`src/design/ubh_pkg.sv`:
```
// shared constants, codes and types of the uniform-bin histogram engine
// depends on nothing
`default_nettype none

package ubh_pkg;

	// counter store size and derived widths
	localparam int BINS       = 16;
	localparam int IDX_W      = (BINS > 1) ? $clog2(BINS) : 1;
	localparam int CNT_W      = $clog2(BINS + 1);
	localparam int VAL_W      = 16;
	localparam int USED_W     = 7;
	localparam int TOT_W      = 32;
	localparam int OUT_IDX_W  = 6;
	localparam int BND_W      = VAL_W + 1 + $clog2(BINS + 1);
	localparam int OUT_DATA_W = ((OUT_IDX_W + TOT_W + 7) / 8) * 8;
	localparam int OP_W       = 2;
	localparam int CFG_IDX_W  = 2;
	localparam int CFG_DATA_W = 16;

	// reset values of the configuration registers
	localparam logic [VAL_W-1:0]  MIN_RESET   = 16'd0;
	localparam logic [VAL_W-1:0]  WIDTH_RESET = 16'd256;
	localparam logic [USED_W-1:0] USED_RESET  = 7'd16;

	typedef enum logic [OP_W-1:0] {
		OP_ADD   = 2'd0,
		OP_DUMP  = 2'd1,
		OP_CLEAR = 2'd2
	} op_t;

	typedef enum logic [CFG_IDX_W-1:0] {
		REG_MIN   = 2'd0,
		REG_WIDTH = 2'd1,
		REG_USED  = 2'd2
	} reg_idx_t;

	typedef enum logic [2:0] {
		ST_IDLE,
		ST_SEARCH,
		ST_LOOKUP,
		ST_UPDATE,
		ST_DUMP_RD,
		ST_DUMP_OUT
	} state_t;

	// access request to the counter memory
	typedef struct packed {
		logic             rd_en;
		logic [IDX_W-1:0] rd_addr;
		logic             wr_en;
		logic [IDX_W-1:0] wr_addr;
		logic [TOT_W-1:0] wr_data;
		logic             clear;
	} ram_req_t;

endpackage

`default_nettype wire

```
`src/design/ubh_bin_search.sv`:
```
// bin search: one comparator per bin against its upper bound, registered flags,
// then a priority encoder; depends on ubh_pkg
`default_nettype none

module ubh_bin_search (
	input  wire logic                       clk,
	input  wire logic                       flag_load,
	input  wire logic [ubh_pkg::VAL_W-1:0]  sample,
	input  wire logic [ubh_pkg::VAL_W-1:0]  min_value,
	input  wire logic [ubh_pkg::VAL_W-1:0]  bin_step,
	input  wire logic [ubh_pkg::CNT_W-1:0]  n_active,
	output logic      [ubh_pkg::IDX_W-1:0]  bin
);
	import ubh_pkg::*;

	logic [BND_W-1:0] bound [BINS];
	logic [BINS-1:0]  le;
	logic [BINS-1:0]  le_q;

	// upper bound of each bin and the at-or-below flag, bins past the used range masked
	always_comb begin
		for (int b = 0; b < BINS; b++) begin
			bound[b] = BND_W'(min_value) + BND_W'(bin_step) * BND_W'(b + 1);
			le[b]    = (BND_W'(sample) <= bound[b]) && (CNT_W'(b) < n_active);
		end
	end

	// flags held for the encoder
	always_ff @(posedge clk) begin
		if (flag_load) begin
			le_q <= le;
		end
	end

	// lowest flagged bin, else the last bin in use
	always_comb begin
		bin = IDX_W'(n_active - CNT_W'(1));
		for (int b = BINS - 1; b >= 0; b--) begin
			if (le_q[b]) begin
				bin = IDX_W'(b);
			end
		end
	end

endmodule

`default_nettype wire

```
`src/design/ubh_count_ram.sv`:
```
// counter memory: one write and one registered read a cycle, valid bits per entry
// so that reset and clear take effect at once; depends on ubh_pkg
`default_nettype none

module ubh_count_ram (
	input  wire logic                      clk,
	input  wire logic                      arst_n,
	input  wire ubh_pkg::ram_req_t         req,
	output logic      [ubh_pkg::TOT_W-1:0] rd_data
);
	import ubh_pkg::*;

	logic [TOT_W-1:0] mem [BINS];
	logic [TOT_W-1:0] data_q;
	logic [BINS-1:0]  valid_q;
	logic             hit_q;

	// storage array and registered read port
	always_ff @(posedge clk) begin
		if (req.wr_en) begin
			mem[req.wr_addr] <= req.wr_data;
		end
		if (req.rd_en) begin
			data_q <= mem[req.rd_addr];
		end
	end

	// entry valid bits, dropped together on reset or clear
	always_ff @(posedge clk or negedge arst_n) begin
		if (!arst_n) begin
			valid_q <= '0;
			hit_q   <= 1'b0;
		end else begin
			if (req.clear) begin
				valid_q <= '0;
			end else if (req.wr_en) begin
				valid_q[req.wr_addr] <= 1'b1;
			end
			if (req.rd_en) begin
				hit_q <= valid_q[req.rd_addr];
			end
		end
	end

	// an entry never written since the last clear reads as zero
	assign rd_data = hit_q ? data_q : '0;

endmodule

`default_nettype wire

```
`src/design/uniform_bin_histogram.sv`:
```
// Uniform-bin histogram engine. An add word (tuser 0) steps through search, lookup and update: the bin is
// found by one comparator per bin against min_value + bin_step*(b+1) with the flags registered, then the
// counter is read from the counter memory, incremented with saturation and written back. A dump word
// (tuser 1) emits one word per bin in use, bin 0 first, each by a read and then a load of the output
// register, tlast on the final bin; a receiver stall holds the dump. A clear word (tuser 2) and an unused
// code are handled in the idle state. Counters are zero after reset and need no clearing pass.
// Configuration writes are taken at any time and must only be made while idle.
// depends on ubh_pkg, ubh_bin_search, ubh_count_ram
`default_nettype none

module uniform_bin_histogram (
	input  wire logic                                clk,
	input  wire logic                                arst_n,
	// input words
	input  wire logic                                s_tvalid,
	output logic                                     s_tready,
	input  wire logic [ubh_pkg::VAL_W-1:0]           s_tdata,   // [15:0] sample
	input  wire logic [ubh_pkg::OP_W-1:0]            s_tuser,   // [1:0] op
	// result words
	output logic                                     m_tvalid,
	input  wire logic                                m_tready,
	output logic      [ubh_pkg::OUT_DATA_W-1:0]      m_tdata,   // [5:0] bin_index, [37:6] bin_total, rest zero
	output logic                                     m_tlast,
	// configuration writes
	input  wire logic                                cfg_valid,
	output logic                                     cfg_ready,
	input  wire logic [ubh_pkg::CFG_IDX_W-1:0]       cfg_index,
	input  wire logic [ubh_pkg::CFG_DATA_W-1:0]      cfg_data
);
	import ubh_pkg::*;

	logic [VAL_W-1:0]  min_value_q;
	logic [VAL_W-1:0]  bin_step_q;
	logic [USED_W-1:0] bins_used_q;
	logic [CNT_W-1:0]  n_active;

	state_t            state_q;
	state_t            state_d;
	logic [VAL_W-1:0]  sample_q;
	logic [IDX_W-1:0]  bin_q;
	logic [IDX_W-1:0]  dump_q;
	logic [IDX_W-1:0]  bin_found;
	logic [TOT_W-1:0]  rd_data;
	ram_req_t          req;

	logic              accept;
	logic              flag_load;
	logic              out_free;
	logic              out_load;
	logic              dump_last;

	logic              out_valid_q;
	logic [IDX_W-1:0]  out_idx_q;
	logic [TOT_W-1:0]  out_tot_q;
	logic              out_last_q;

	// configuration registers
	assign cfg_ready = 1'b1;

	always_ff @(posedge clk or negedge arst_n) begin
		if (!arst_n) begin
			min_value_q <= MIN_RESET;
			bin_step_q  <= WIDTH_RESET;
			bins_used_q <= USED_RESET;
		end else if (cfg_valid) begin
			case (reg_idx_t'(cfg_index))
				REG_MIN:   min_value_q <= cfg_data;
				REG_WIDTH: bin_step_q  <= cfg_data;
				REG_USED:  bins_used_q <= cfg_data[USED_W-1:0];
				default: ;
			endcase
		end
	end

	// bins in use, clamped to one..BINS
	always_comb begin
		if (bins_used_q > USED_W'(BINS)) begin
			n_active = CNT_W'(BINS);
		end else if (bins_used_q == '0) begin
			n_active = CNT_W'(1);
		end else begin
			n_active = CNT_W'(bins_used_q);
		end
	end

	assign accept    = s_tvalid && s_tready;
	assign out_free  = !out_valid_q || m_tready;
	assign dump_last = (CNT_W'(dump_q) + CNT_W'(1)) == n_active;

	// next state
	always_comb begin
		state_d = state_q;
		case (state_q)
			ST_IDLE: begin
				if (accept) begin
					case (op_t'(s_tuser))
						OP_ADD:  state_d = ST_SEARCH;
						OP_DUMP: state_d = ST_DUMP_RD;
						default: state_d = ST_IDLE;
					endcase
				end
			end
			ST_SEARCH:   state_d = ST_LOOKUP;
			ST_LOOKUP:   state_d = ST_UPDATE;
			ST_UPDATE:   state_d = ST_IDLE;
			ST_DUMP_RD:  state_d = ST_DUMP_OUT;
			ST_DUMP_OUT: begin
				if (out_free) begin
					state_d = dump_last ? ST_IDLE : ST_DUMP_RD;
				end
			end
			default:     state_d = ST_IDLE;
		endcase
	end

	// control outputs of the sequencer
	always_comb begin
		s_tready    = 1'b0;
		flag_load   = 1'b0;
		out_load    = 1'b0;
		req         = '0;
		req.rd_addr = dump_q;
		req.wr_addr = bin_q;
		req.wr_data = (rd_data == '1) ? rd_data : rd_data + TOT_W'(1);
		case (state_q)
			ST_IDLE: begin
				s_tready  = 1'b1;
				req.clear = s_tvalid && (op_t'(s_tuser) == OP_CLEAR);
			end
			ST_SEARCH:   flag_load = 1'b1;
			ST_LOOKUP: begin
				req.rd_en   = 1'b1;
				req.rd_addr = bin_found;
			end
			ST_UPDATE:   req.wr_en = 1'b1;
			ST_DUMP_RD:  req.rd_en = 1'b1;
			ST_DUMP_OUT: out_load = out_free;
			default: ;
		endcase
	end

	always_ff @(posedge clk or negedge arst_n) begin
		if (!arst_n) begin
			state_q <= ST_IDLE;
		end else begin
			state_q <= state_d;
		end
	end

	// item and bin registers
	always_ff @(posedge clk) begin
		if (accept) begin
			sample_q <= s_tdata;
			dump_q   <= '0;
		end else if (out_load) begin
			dump_q   <= dump_q + IDX_W'(1);
		end
		if (state_q == ST_LOOKUP) begin
			bin_q <= bin_found;
		end
	end

	ubh_bin_search u_search (
		.clk       (clk),
		.flag_load (flag_load),
		.sample    (sample_q),
		.min_value (min_value_q),
		.bin_step  (bin_step_q),
		.n_active  (n_active),
		.bin       (bin_found)
	);

	ubh_count_ram u_ram (
		.clk     (clk),
		.arst_n  (arst_n),
		.req     (req),
		.rd_data (rd_data)
	);

	// output register
	always_ff @(posedge clk or negedge arst_n) begin
		if (!arst_n) begin
			out_valid_q <= 1'b0;
		end else if (out_load) begin
			out_valid_q <= 1'b1;
		end else if (m_tready) begin
			out_valid_q <= 1'b0;
		end
	end

	always_ff @(posedge clk) begin
		if (out_load) begin
			out_idx_q  <= dump_q;
			out_tot_q  <= rd_data;
			out_last_q <= dump_last;
		end
	end

	assign m_tvalid = out_valid_q;
	assign m_tlast  = out_last_q;
	assign m_tdata  = OUT_DATA_W'({out_tot_q, OUT_IDX_W'(out_idx_q)});

endmodule

`default_nettype wire

```
`config.mk`:
```
export PLATFORM = sky130hd
export DESIGN_NAME = uniform_bin_histogram
export DESIGN_NICKNAME = d
export VERILOG_FILES = /design/src/design/ubh_pkg.sv /design/src/design/ubh_bin_search.sv /design/src/design/ubh_count_ram.sv /design/src/design/uniform_bin_histogram.sv
export SDC_FILE = /design/constraint.sdc
export NUM_CORES = 2
export LEC_CHECK = 0
export ABC_AREA = 1
export ABC_CLOCK_PERIOD_IN_PS = 6400
export BUFFER_PORTS_ARGS = -buffer_cell sky130_fd_sc_hd__buf_2
export CAP_MARGIN = 20
export CORE_MARGIN = 3
export CORE_UTILIZATION = 35
export DETAILED_ROUTE_END_ITERATION = 16
export SYNTH_ARGS = -nofsm -noshare
export SYNTH_HDL_FRONTEND = slang
export SYNTH_HIERARCHICAL = 1
export SYNTH_SLANG_ARGS = --single-unit
```
`constraint.sdc`:
```
create_clock -name clk -period 6.4 [get_ports clk]
set_input_delay 0.96 -clock clk [delete_from_list [all_inputs] [get_ports clk]]
set_output_delay 0.96 -clock clk [all_outputs]
set_load 0.01 [all_outputs]
```
# ---- Yosys cells after proc, flatten, opt, wreduce, memory -nomap -nowiden
# Memory sizes are Yosys's and may differ from the RTL's. A register that Yosys moved wholly into a read port is not among the register bits.
# Index checks and enable logic that the tools add are counted.
dict set report totals {
  regBits 137
  ram_bits 512
  in_bits 41
  out_inout_bits 44
  wordCells 170
  memories 1
}
# memory words word_bits rd rd_clocked_by_memory_dff wr line_no
set mem_list {}
lappend mem_list {u_ram.mem 16 32 1 1 1 ubh_count_ram.sv:13} ;# logic [TOT_W-1:0] mem [BINS];
dict set report op_classes {
  addsub 20
  n_mul 11
  n_lt_le_gt_ge 36
  eq_ne 13
  n_mux 42
  bitwise 1
  reduce_logical 32
}
# cell count
set op_table {}
lappend op_table {{16-bit by 22-bit less-or-equal comparator with 1-bit output} 16}
lappend op_table {{16-bit by 20-bit adder with 21-bit output} 8}
lappend op_table {{16-bit by 19-bit adder with 20-bit output} 4}
lappend op_table {{16-bit by 4-bit multiplier with 20-bit output, second input constant} 4}
lappend op_table {{16-bit by 3-bit multiplier with 19-bit output, second input constant} 4}
lappend op_table {{4-bit 2-to-1 mux} 17}
lappend op_table {{32-bit 2-to-1 mux} 2}
lappend op_table {{16-bit by 2-bit multiplier with 18-bit output, second input constant} 3}
lappend op_table {{4-bit by 5-bit less-than comparator with 1-bit output, first input constant} 8}
lappend op_table {{16-bit by 18-bit adder with 19-bit output} 2}
lappend op_table {{32-bit by 1-bit adder with 32-bit output, second input constant} 1}
lappend op_table {{32-bit == test, second input constant} 1}
lappend op_table {{16-bit 2-to-1 mux} 2}
lappend op_table {{3-bit by 5-bit less-than comparator with 1-bit output, first input constant} 4}
lappend op_table {{1-bit logical AND} 19}
lappend op_table {{16-bit by 17-bit adder with 18-bit output} 1}
lappend op_table {{16-bit by 16-bit adder with 17-bit output} 1}
lappend op_table {{16-bit OR} 1}
lappend op_table {{3-bit case mux with 5 select lines} 1}
lappend op_table {{1-bit 2-to-1 mux} 12}
lappend op_table {{1-bit by 5-bit less-than comparator with 1-bit output, first input constant} 2}
lappend op_table {{2-bit by 5-bit less-than comparator with 1-bit output, first input constant} 2}
lappend op_table {{4-bit by 5-bit less-than comparator with 1-bit output, second input constant} 2}
lappend op_table {{5-bit 2-to-1 mux} 2}
lappend op_table {{other kinds (24)} 36}

# ---- Logic depth before layout (Yosys ltp)
dict set report logic_depth {
  depth_word 23
  ltp_mapped 32
}

# ---- Modules after synthesis
# Netlist, hierarchy kept.
# module instances cells_each area_per_inst_um2
set by_module_without_submodules {}
lappend by_module_without_submodules {ubh_bin_search 1 3529 24582.3}
lappend by_module_without_submodules {ubh_count_ram 1 1707 22062.4}
lappend by_module_without_submodules {uniform_bin_histogram 1 530 4904.7}

# ---- Worst setup path after synthesis
# No wires, ideal clock.
dict set report synth_path {
  kind {register to register}
  from {reg bin_step_q[3]}
  to {reg u_search.le_q[14], data pin}
  t_arrival_ns 4.614
  setup_slack_ns 1.537
  path_stages_with_launch 25
  n_path_buf 0
  cell_sequence {dfrtp_1 fa_1 inv_1 fa_1 fa_1 inv_1 ha_1 a21oi_1 nor2_1 nor2_1 o21ai_2 a21oi_1 xor2_1 ha_1 nand2_1 nor4_1 o21ai_0 nand2_1 nand2_1 nand2_1 nand2_1 nand2_1 nand4_1 nand2_1 inv_1}
}
dict set report synth_between {
  elab_chain_len 4
}
# item line_no
set synth_lines {}
lappend synth_lines {{start, declared} uniform_bin_histogram.sv:33} ;# logic [VAL_W-1:0] bin_step_q;
lappend synth_lines {{start signal, assigned} uniform_bin_histogram.sv:68} ;# REG_WIDTH: bin_step_q <= cfg_data;
lappend synth_lines {{16-bit by 4-bit multiplier with 20-bit output} ubh_bin_search.sv:23} ;# bound[b] = BND_W'(min_value) + BND_W'(bin_step) * BND_W'(b + 1);
lappend synth_lines {{16-bit by 20-bit adder with 21-bit output} ubh_bin_search.sv:23}
lappend synth_lines {{16-bit by 22-bit less-or-equal comparator with 1-bit output} ubh_bin_search.sv:24} ;# le[b] = (BND_W'(sample) <= bound[b]) && (CNT_W'(b) < n_active);
lappend synth_lines {{1-bit logical AND} ubh_bin_search.sv:24}
lappend synth_lines {{via u_search.le[14]} ubh_bin_search.sv:17} ;# logic [BINS-1:0] le;
lappend synth_lines {{end signal, assigned} ubh_bin_search.sv:31} ;# le_q <= le;
lappend synth_lines {{end, declared} ubh_bin_search.sv:18} ;# logic [BINS-1:0] le_q;
# The timed path passes the listed nets, and every way through them passes these cells.
# A chain may end at the register's enable or synchronous reset.

# ---- Worst setup path in the final report
dict set report layout_path {
  from {reg bin_step_q[3]}
  to {reg u_search.le_q[9], data pin}
}
dict set report layout_between {
  elab_chain_len 4
}
# item line_no
set layout_lines {}
lappend layout_lines {{16-bit by 3-bit multiplier with 19-bit output} ubh_bin_search.sv:23}
lappend layout_lines {{16-bit by 20-bit adder with 21-bit output} ubh_bin_search.sv:23}
lappend layout_lines {{16-bit by 22-bit less-or-equal comparator with 1-bit output} ubh_bin_search.sv:24}
lappend layout_lines {{1-bit logical AND} ubh_bin_search.sv:24}
lappend layout_lines {{via u_search.le[9]} ubh_bin_search.sv:17}
# The timed path passes the listed nets, and every way through them passes these cells.

==> summary.md <==
| Metric | Value |
|---|---|
| Post-synthesis cell type count | `between 60 and 70` |
| Fmax achieved | `approximately 180 MHz` |
| Detailed Place HPWL | `120200 um` |
| Root buffer cell | `clkbuf_16` |
| Switch Pwr | `roughly 16 mW` |
| First DRT Iteration DRCs | `roughly 4300` |
| Routability cong. | `0.9860` |
| Dominant synthesized flop cell | `edfxtp_1` |
| Placed instance area | `0.05483 mm^2` |
| IO Port Bufs | `79` |
| # nets final | `~6700` |
| Share of cells above drive strength 1 | `around 7.1%` |
| Wire per inst | `22.07 um` |
| Boundary pin count | `85` |
| Final instance area | `~0.057 mm^2` |
| CP max stage delay | `just under 0.7 ns` |
| Setup Fix Bufs, Post-CTS | `0` |
| Worst setup SP type | `flip-flop` |
| Crit-path slowest cell | `dfrtp_1` |
| Pre-antenna DRT Iters | `6` |
| Synth area leader | `edfxtp_1` |
| Hold-fix buffers at CTS | `0` |
| Ranking of synthesized cells by area | `edfxtp_1 (36%), ha_1 (14%), nand2_1 (7.2%)` |
| Die area | `~0.15 mm^2` |
| FP Rows | `140` |
| CTS tree | `built` |
| Total GRT Usage | `between 20% and 30%` |
| Worst Tran Pin Value | `around 1.2 ns` |
| Number of CTS-inserted buffers | `70` |
| Worst hold path type | `input port to flip-flop` |
| Fill cells | `~15000` |
| Post-synth EDFFs | `just over 600` |
| Clock Tree Buf Depth | `3` |
| CP endpoint kind | `flip-flop` |
| Max-cap violations | `0` |
| Critical path buffers and inverters | `1` |
| Setup WS pre-CTS | `roughly 0.89 ns` |
| Max Slew Vio Count | `0` |
| Flop pwr share | `a little under a fifth` |
| CTS Sinks | `681` |
| Logic pwr share | `between 60 and 70%` |
| H-tree levels | `3` |
| Vias in the first global route | `slightly above 40000` |
| Largest net degree at the start of global routing | `about 170` |
| Initial Util | `a little over a third` |
| Setup violators final | `0` |
| Remaining antenna violation count | `0` |
| Switching share of power | `50.35%` |
| CORE AREA | `approximately 0.15 mm^2` |
| Clk_lat worst skew | `0.66 ns` |
| DIE WIDTH | `about 390 um` |
| Final-report hold violation count | `0` |
| Initial antenna violation count | `8` |
| Async set or reset register ratio after synthesis | `approximately 8.8%` |
| CP Max Fanout | `9` |
| Clock Skew | `around 0.045 ns` |
| Max_slew headroom | `around 22%` |
| Worst VDD drop | `~0.37 mV` |
| Post-CTS sizing | `0` |
| Via Count | `about 43000` |
| Int Pwr | `about 15 mW` |
| RSZ-0062 raised after global routing | `false` |
| Setup TNS | `0 ns` |
| GRT overflow | `0` |
| Layout area overhead | `11.04%` |
| Yosys warning count | `6` |
| Critical Path RT | `roughly 6.8 ns` |
| Clk pin slew, worst setup/hold paths | `approximately 0.060 ns` |
| Vias per cell | `5.416` |
| Status | `complete, no violations` |
| Leak | `24.54 nW` |
| Synthesis-stage register bit count | `between 600 and 700` |
| First-pass GRT wire length | `258900 um` |
| Die Ht | `between 300 and 400 um` |
| Final worst slack | `slightly below 0.8 ns` |
| Remaining DRCs | `0` |
| Period utilization | `between 80% and 90%` |
| PwrDens | `about 540 mW/mm^2` |
| Critical path's top delay family | `simple AND/OR/NAND/NOR gates` |
| Cells after Synth | `5766` |
| Kind of critical path | `flip-flop to flip-flop` |
| Clock group share of total power | `between 10% and 20%` |
| Arrival time worst endpoint | `approximately 6.0 ns` |
| Seq/Total Area, Yosys | `roughly two fifths` |
| Syn avg cell area | `roughly 8.9 um^2` |
| Cell Area, Synth | `0.05155 mm^2` |
| Synth top area share | `about 36%` |
| Min cycle time layout | `5.613 ns` |
| WL final | `between 150000 and 200000 um` |
## cell type report
cell class                 instances  area (um^2)  area share [%]
sequential                       681        20110           35.14
clock inverter                    45        571.8          0.9990
antenna                            1        2.502        0.004372
tap                             1917         2399           4.190
inverter                         613         2308           4.033
clock buffer                      84         1824           3.187
timing repair buffer             191         1311           2.291
multi-input combinational       4341        28710           50.16
## metrics by stage
stage               utilization, %  power [mW]  hold WS (ns)  instances
finish                       39.23       31.17        0.4781       7873
global route                 39.23       34.13        0.4636       7872
CTS                          39.22       31.08        0.4377       7871
detailed placement           37.58       26.67        0.4880       7742
global placement             37.57       26.46        0.4788       7741
floorplan                        -       21.08        0.4661       5769
## per-layer routing
layer / track usage, % / part of all wire (%) / vias up
li1: - / - / 20100
met1: 31.68 / 45 / 20620
met2: 35.21 / 44 / 1569
met3: 3.050 / 7.2 / 348
met4: 7.827 / 3.7 / 6
met5: 0 / 0.026 / -
## power groups by stage
stage / combinational [mW] / clock (mW) / sequential [mW]
2_1_floorplan: 15.1 / 0 / 6.03
3_3_place_gp: 20.5 / 0 / 5.97
3_5_place_dp: 20.7 / 0 / 5.98
4_1_cts: 20.8 / 4.35 / 5.89
5_1_grt: 23.7 / 4.51 / 5.93
6_report: 21.0 / 4.25 / 5.90
## state kept, by name (all words and copies together) (netlist names)
name / cells
u_ram/mem: 512
bins_used_q: 7
u_search/le_q: 16
min_value_q: 16
m_tlast: 1
u_ram/valid_q: 16
dump_q: 4
out_tot_q: 32
u_ram/hit_q: 1
sample_q: 16
bin_q: 4
m_tvalid: 1
state_q: 3
bin_step_q: 16
u_ram/data_q: 32
out_idx_q: 4
## placed cells by master, fill, tap and decap left out, drive strengths merged, types with 34 or more instances in the layout
cell       n
a21oi    380
clkbuf    84
xnor2    135
xor2     121
o211ai   141
ha       557
nor2     710
o21ai    483
inv      616
nand2   1012
dfrtp     58
fa       177
nand3    291
nand4     66
edfxtp   617
buf      191
nor3      68
clkinv    34
## worst register-to-register path: cells and delay by family, from the launching register on
family,cells,cell delay (ns)
flip-flops,1,0.68
AND/OR/NAND/NOR,19,2.34
XOR/XNOR,1,0.18
buffers and inverters,1,0.05
adder cells (fa/ha/maj),5,1.77
AO/OA/AOI/OAI,2,0.38
## path summary, 6_finish.rpt
path	slack [ns]	end	cells after the start	start
worst max-delay path	0.79	u_search/le_q[9]	28	bin_step_q[3]
worst min-delay path	0.48	sample_q[13]	1	s_tdata[13]
worst max register to register	0.79	u_search/le_q[9]	28	bin_step_q[3]
worst min register to register	0.50	u_ram/valid_q[15]	2	u_ram/valid_q[15]
max in group asynchronous	5.12	bin_step_q[9]	2	arst_n
min in group asynchronous	0.52	u_ram/valid_q[12]	2	arst_n
## cell usage after synthesis, drive strengths merged (68+ instances only)
cell	n
a21oi	380
buf	72
edfxtp	617
fa	177
ha	557
inv	613
nand2	1012
nand3	291
nor2	710
nor3	68
o211ai	141
o21ai	483
xnor2	135
xor2	121
## cell families (layout without fill, tap and decap cells)
logic type,Yosys count,in the layout,share of synthesized area (%)
DFF,681,681,39.01
and+or+nand+nor,2198,2198,17.87
buffers and inverters,747,933,5.667
adders and majority gates,734,734,20.39
AOI/OAI and AO/OA,1148,1148,12.69
xor gates and xnor gates,256,256,4.350
other,2,6,0.01457
No activity file was read; power rests on OpenSTA's default activity.
